==> src/hdl/mwtc_pkg.sv <==
`timescale 1ns / 1ps
// ----------------------------------------------------------------------------
// Multi-window text console package
// Transaction types, access codes, datapath operations and fixed constants.
// ----------------------------------------------------------------------------
package mwtc_pkg;

  typedef enum logic [1:0] {
    ACT_PORT_READ  = 2'd0,
    ACT_PORT_WRITE = 2'd1,
    ACT_KEY_TYPED  = 2'd2,
    ACT_CELL_READ  = 2'd3
  } action_e;

  typedef enum logic [1:0] {
    PORT_SELECT  = 2'd0,
    PORT_UPLOAD  = 2'd1,
    PORT_KEY     = 2'd2,
    PORT_INVALID = 2'd3
  } port_e;

  typedef enum logic [3:0] {
    OP_NONE,
    OP_CLEAR,
    OP_LOAD,
    OP_DECODE,
    OP_PREP,
    OP_DOWN,
    OP_PUT,
    OP_NL,
    OP_CR,
    OP_BLANK,
    OP_SCROLL,
    OP_COMMIT,
    OP_OUT
  } dp_op_e;

  typedef struct packed {
    logic [1:0]  action;
    logic [1:0]  port;
    logic [15:0] write_data;
    logic [8:0]  key_code;
    logic [1:0]  cell_window;
    logic [4:0]  cell_row;
    logic [5:0]  cell_col;
  } in_t;

  typedef struct packed {
    logic [15:0] read_data;
    logic [7:0]  cell_char;
    logic        key_pending;
    logic        bad_access;
  } out_t;

  typedef struct packed {
    dp_op_e op;
  } cmd_t;

  typedef struct packed {
    logic clr_done;
    logic upload;
    logic wrap;
    logic last_row;
    logic ch_nl;
    logic ch_cr;
    logic blank_done;
    logic scroll_done;
    logic out_free;
  } sts_t;

  localparam int CfgIdxW  = 3;
  localparam int CfgDataW = 7;
  localparam int RowsRegW = 6;
  localparam int ColsRegW = 7;
  localparam int CfgWin   = 4;

  localparam logic [7:0] CH_NL    = 8'd10;
  localparam logic [7:0] CH_CR    = 8'd13;
  localparam logic [7:0] CH_SPACE = 8'd32;
  localparam logic [8:0] KEY_DEL  = 9'd127;
  localparam logic [8:0] KEY_BS   = 9'd8;

  localparam logic [RowsRegW-1:0] ROWS_RESET [CfgWin] = '{6'd22, 6'd10, 6'd10, 6'd22};
  localparam logic [ColsRegW-1:0] COLS_RESET [CfgWin] = '{7'd24, 7'd24, 7'd24, 7'd24};

endpackage

==> src/hdl/mwtc_ctrl.sv <==
`timescale 1ns / 1ps
// ----------------------------------------------------------------------------
// Multi-window text console controller
// Sequences clearing, decoding, printing, blanking and scrolling steps.
// ----------------------------------------------------------------------------
module mwtc_ctrl
  import mwtc_pkg::*;
(
  input  logic clk_i,
  input  logic rst_ni,
  input  logic in_valid_i,
  output logic in_stall_o,
  input  sts_t sts_i,
  output cmd_t cmd_o
);

  typedef enum logic [3:0] {
    ST_CLEAR, ST_IDLE, ST_DECODE, ST_PREP, ST_WRAP, ST_CHAR, ST_BLANK,
    ST_NLDOWN, ST_SCROLL, ST_COMMIT, ST_FINISH
  } state_e;

  typedef enum logic [1:0] {
    RET_CHAR, RET_NLDOWN, RET_DONE
  } ret_e;

  state_e state_q, state_d;
  ret_e   ret_q, ret_d;

  assign in_stall_o = (state_q != ST_IDLE);

  always_comb begin
    state_d    = state_q;
    ret_d      = ret_q;
    cmd_o.op   = OP_NONE;
    unique case (state_q)
      ST_CLEAR: begin
        cmd_o.op = OP_CLEAR;
        if (sts_i.clr_done) state_d = ST_IDLE;
      end
      ST_IDLE: begin
        if (in_valid_i) begin
          cmd_o.op = OP_LOAD;
          state_d  = ST_DECODE;
        end
      end
      ST_DECODE: begin
        cmd_o.op = OP_DECODE;
        state_d  = sts_i.upload ? ST_PREP : ST_FINISH;
      end
      ST_PREP: begin
        cmd_o.op = OP_PREP;
        state_d  = ST_WRAP;
      end
      ST_WRAP: begin
        if (sts_i.wrap) begin
          cmd_o.op = OP_DOWN;
          if (sts_i.last_row) begin
            ret_d   = RET_CHAR;
            state_d = ST_SCROLL;
          end else begin
            state_d = ST_CHAR;
          end
        end else begin
          state_d = ST_CHAR;
        end
      end
      ST_CHAR: begin
        priority if (sts_i.ch_nl) begin
          cmd_o.op = OP_NL;
          ret_d    = RET_NLDOWN;
          state_d  = ST_BLANK;
        end else if (sts_i.ch_cr) begin
          cmd_o.op = OP_CR;
          ret_d    = RET_DONE;
          state_d  = ST_BLANK;
        end else begin
          cmd_o.op = OP_PUT;
          state_d  = ST_COMMIT;
        end
      end
      ST_BLANK: begin
        cmd_o.op = OP_BLANK;
        if (sts_i.blank_done) begin
          unique case (ret_q)
            RET_CHAR:   state_d = ST_CHAR;
            RET_NLDOWN: state_d = ST_NLDOWN;
            default:    state_d = ST_COMMIT;
          endcase
        end
      end
      ST_NLDOWN: begin
        cmd_o.op = OP_DOWN;
        if (sts_i.last_row) begin
          ret_d   = RET_DONE;
          state_d = ST_SCROLL;
        end else begin
          state_d = ST_COMMIT;
        end
      end
      ST_SCROLL: begin
        cmd_o.op = OP_SCROLL;
        if (sts_i.scroll_done) state_d = ST_BLANK;
      end
      ST_COMMIT: begin
        cmd_o.op = OP_COMMIT;
        state_d  = ST_FINISH;
      end
      ST_FINISH: begin
        if (sts_i.out_free) begin
          cmd_o.op = OP_OUT;
          state_d  = ST_IDLE;
        end
      end
      default: state_d = ST_IDLE;
    endcase
  end

  always_ff @(posedge clk_i or negedge rst_ni) begin
    if (!rst_ni) begin
      state_q <= ST_CLEAR;
      ret_q   <= RET_DONE;
    end else begin
      state_q <= state_d;
      ret_q   <= ret_d;
    end
  end

  property p_no_accept_while_busy;
    @(posedge clk_i) disable iff (!rst_ni)
      (state_q != ST_IDLE) |-> in_stall_o;
  endproperty
  a_no_accept_while_busy: assert property (p_no_accept_while_busy)
    else $error("Input accepted while an item is in progress.");

  property p_load_leads_to_decode;
    @(posedge clk_i) disable iff (!rst_ni)
      (cmd_o.op == OP_LOAD) |=> (state_q == ST_DECODE);
  endproperty
  a_load_leads_to_decode: assert property (p_load_leads_to_decode)
    else $error("Loaded transaction was not decoded.");

endmodule

==> config.mk <==
export PLATFORM = sky130hd
export DESIGN_NAME = mwtc_ctrl
export DESIGN_NICKNAME = d
export VERILOG_FILES = /design/src/hdl/mwtc_pkg.sv /design/src/hdl/mwtc_ctrl.sv
export SDC_FILE = /design/constraint.sdc
export NUM_CORES = 1
export LEC_CHECK = 0
export ABC_AREA = 1
export CORE_AREA = 2 2 39 41
export CTS_BUF_LIST = sky130_fd_sc_hd__clkbuf_2
export DETAILED_ROUTE_END_ITERATION = 8
export DIE_AREA = 0 0 41 43
export DONT_BUFFER_PORTS = 1
export PLACE_DENSITY = 0.67
export SYNTH_ARGS = -nofsm -noshare
export SYNTH_HDL_FRONTEND = slang
export SYNTH_SLANG_ARGS = --single-unit
==> constraint.sdc <==
create_clock -name clk_i -period 3.4 [get_ports clk_i]
set_input_delay 0.51 -clock clk_i [delete_from_list [all_inputs] [get_ports clk_i]]
set_output_delay 0.51 -clock clk_i [all_outputs]
set_load 0.01 [all_outputs]
==> results_dict.tcl <==
set metrics [dict create \
    end_kind "output pin" \
    yosys_register_bits 6 \
    setup_viol 0 \
    synth_commonest_cells "37 x nand2_1, 15 x nor2_1, 12 x inv_1, 12 x nand3_1" \
    core_sq_um 1380 \
    hp-class "primary input to asynchronous set/reset pin" \
    place_congestion 0.867 \
    netlist_area_sq_um 693 \
    critPathLaunch "state_q[3]$_DFFE_PN0P_" \
    power_density_nw_per_um2 845 \
    syn_nets 130 \
    die_h_um 43 \
    globalRouteOverflowTotal 0 \
    use_met2_pct 37.2 \
    synth_top_cell_area_share_pct 20.0 \
    max_slew_margin_pct 72.4 \
    row_count 14 \
    synth_most_common_cell "nand2_1" \
    crit_fanout 8 \
    drc 0 \
    io_buffer_count 0 \
    period_minus_slack_ns 1.99 \
    wl_um 1710 \
    grt_pass1_vias 684 \
    r2r_start "state_q[3]$_DFFE_PN0P_" \
    cts.reportedPaths.clkPinSlew_ns 0.07 \
    crit_path_start_kind "flop" \
    grt_max_degree 11 \
    vias 761 \
    drt_first_pass_iters 4 \
    critPathArrivalTime_ns 1.48 \
    cts_buffers 3 \
    final_util_pct 52.6 \
    dp_hpwl_um 1430 \
    ctsResizeCount 0 \
    cts_hold_buf 1 \
    drive_gt1_share_pct 19.8 \
    syn_to_final_growth_pct 5.05 \
    grt_antenna_before_repair 0 \
    tritoncts "done" \
    grt_first_pass_wirelength_um 2750 \
    worst_pin_slew_ns 0.413 \
    ir_drop_v 0.000355 \
    ios 17 \
    start_util_pct 50.1 \
    post-route-period-util_pct 58.5 \
    power_leakage_nw 0.407 \
    grt.total_usage_pct 22.3 \
    cts_root_buf "clkbuf_2" \
    syn_area_per_cell_sq_um 5.87 \
    run_status "finished clean" \
    drv_slew 0 \
    ys.flop_type "dfrtp_1" \
    ys_async_sr_fraction_pct 100 \
    fin_tns_setup_ns 0 \
    fin_skew_ns 0.00435 \
    synth.largest_area_cell "nand2_1" \
    seq_area_frac_synth_pct 21.8 \
    use_met3_pct 3.14 \
    die_w_um 41 \
    busiest_layer "met2" \
    diodes 0 \
    ant_nets 0 \
    cts_max_path_buffers 2 \
    yosysWarnings 0 \
    finalPower_mw 0.615 \
    gr-usage-met1_pct 29.5 \
    synth-edff-count 0 \
    clkLatencyLatePin_ns 0.22 \
    rsz0062_at_grt "false" \
    final-hold-violation-count 0 \
    fillers 153 \
    wl_per_cell_um 12.5 \
    synth_cells 118 \
    viasPerCell 5.55 \
    fin_nets 134 \
    die_area_sq_um 1760 \
    cp.required_ns 2.89 \
    timing.fmax_ghz 0.503 \
    drt_first_iter_violations 37 \
    cap_violations 0 \
    synth.distinct_cells 19 \
    htreeDepth 1 \
    synthTopCellsByArea "nand2_1 20%, dfrtp_1 18%, nand3_1 8.7%" \
    clock_sinks 6 \
    path_class "flop to output pin" \
    post-cts-setup-buffers 0 \
]
## metal layers
metal / vias to the layer above / routed length (um) / share of wire (%)
met3: 0 / 66 / 3.9
met1: 356 / 779 / 45
met5: - / 0 / 0
li1: 384 / - / -
met4: 0 / 0 / 0
met2: 21 / 868 / 51
## critical path, cell delays in order (launching register included)
cell and delay [ns]:
dfrtp_1 0.59, inv_2 0.10, nand2_1 0.11, nor2_1 0.07, o21ai_1 0.14, o2111ai_1 0.23
## state kept, by name (all words and copies together) (netlist names)
signal / count
ret_q: 2
state_q: 4
## cell families after synthesis
group	after synthesis	share of synthesized area [%]
AO/OA/AOI/OAI	7	5.78
buffers and inverters	19	11.4
flip-flops	6	21.8
AND/OR/NAND/NOR	86	61.0
## placed cells by master, fill, tap and decap left out
cell and count:
dlygate4sd3_1 1, inv_2 5, o2111ai_1 1, nand3b_1 3, nor2_8 1, clkbuf_2 4
nand3_2 2, nand2_2 5, nand2_1 37, dfrtp_1 5, nand3_1 12, o21ai_1 3
nor2_1 15, nor2_2 5, o22ai_1 1, nor2_4 1, inv_1 12, dfstp_2 1
o21ai_0 2, nand4_1 5
## metrics by stage
step                cells  cell area [sq um]  hold WS [ns]  setup slack, ns
global placement      132                698         0.215             1.66
CTS                   137                728         0.113             1.40
floorplan             118                693         0.214             1.88
detailed placement    132                698         0.215             1.65
finish                137                728         0.132             1.41
global route          137                728         0.105             1.32
## power breakdown
group | leakage (nW) | internal [mW] | switching, mW
clock network | 0.0166 | 0.0312 | 0.0266
registers | 0.0742 | 0.108 | 0.0606
logic | 0.316 | 0.130 | 0.260
total | 0.407 | 0.269 | 0.347
## final cells by class
| type | instances | area [sq um] | area share [%] |
|---|---|---|---|
| Tap cell | 16 | 20.0 | 2.75 |
| Timing Repair Buffer | 1 | 10.0 | 1.37 |
| Multi-Input combinational cell | 93 | 463 | 63.6 |
| Sequential cell | 6 | 151 | 20.8 |
| Clock buffer | 4 | 20.0 | 2.75 |
| Inverter | 17 | 63.8 | 8.76 |
## path summary, 6_finish.rpt
kind / end / slack [ns] / cells past startpoint
worst max-delay path: cmd_o[2] / 1.41 / 5
worst min-delay path: ret_q[1]$_DFFE_PN1P_ / 0.13 / 0
worst max register to register: state_q[0]$_DFFE_PN0P_ / 1.94 / 7
worst min register to register: ret_q[1]$_DFFE_PN1P_ / 0.48 / 2
max in group asynchronous: ret_q[0]$_DFFE_PN0P_ / 2.60 / 1
min in group clk_i: ret_q[0]$_DFFE_PN0P_ / 0.47 / 2
No activity file was read; power rests on OpenSTA's default activity.
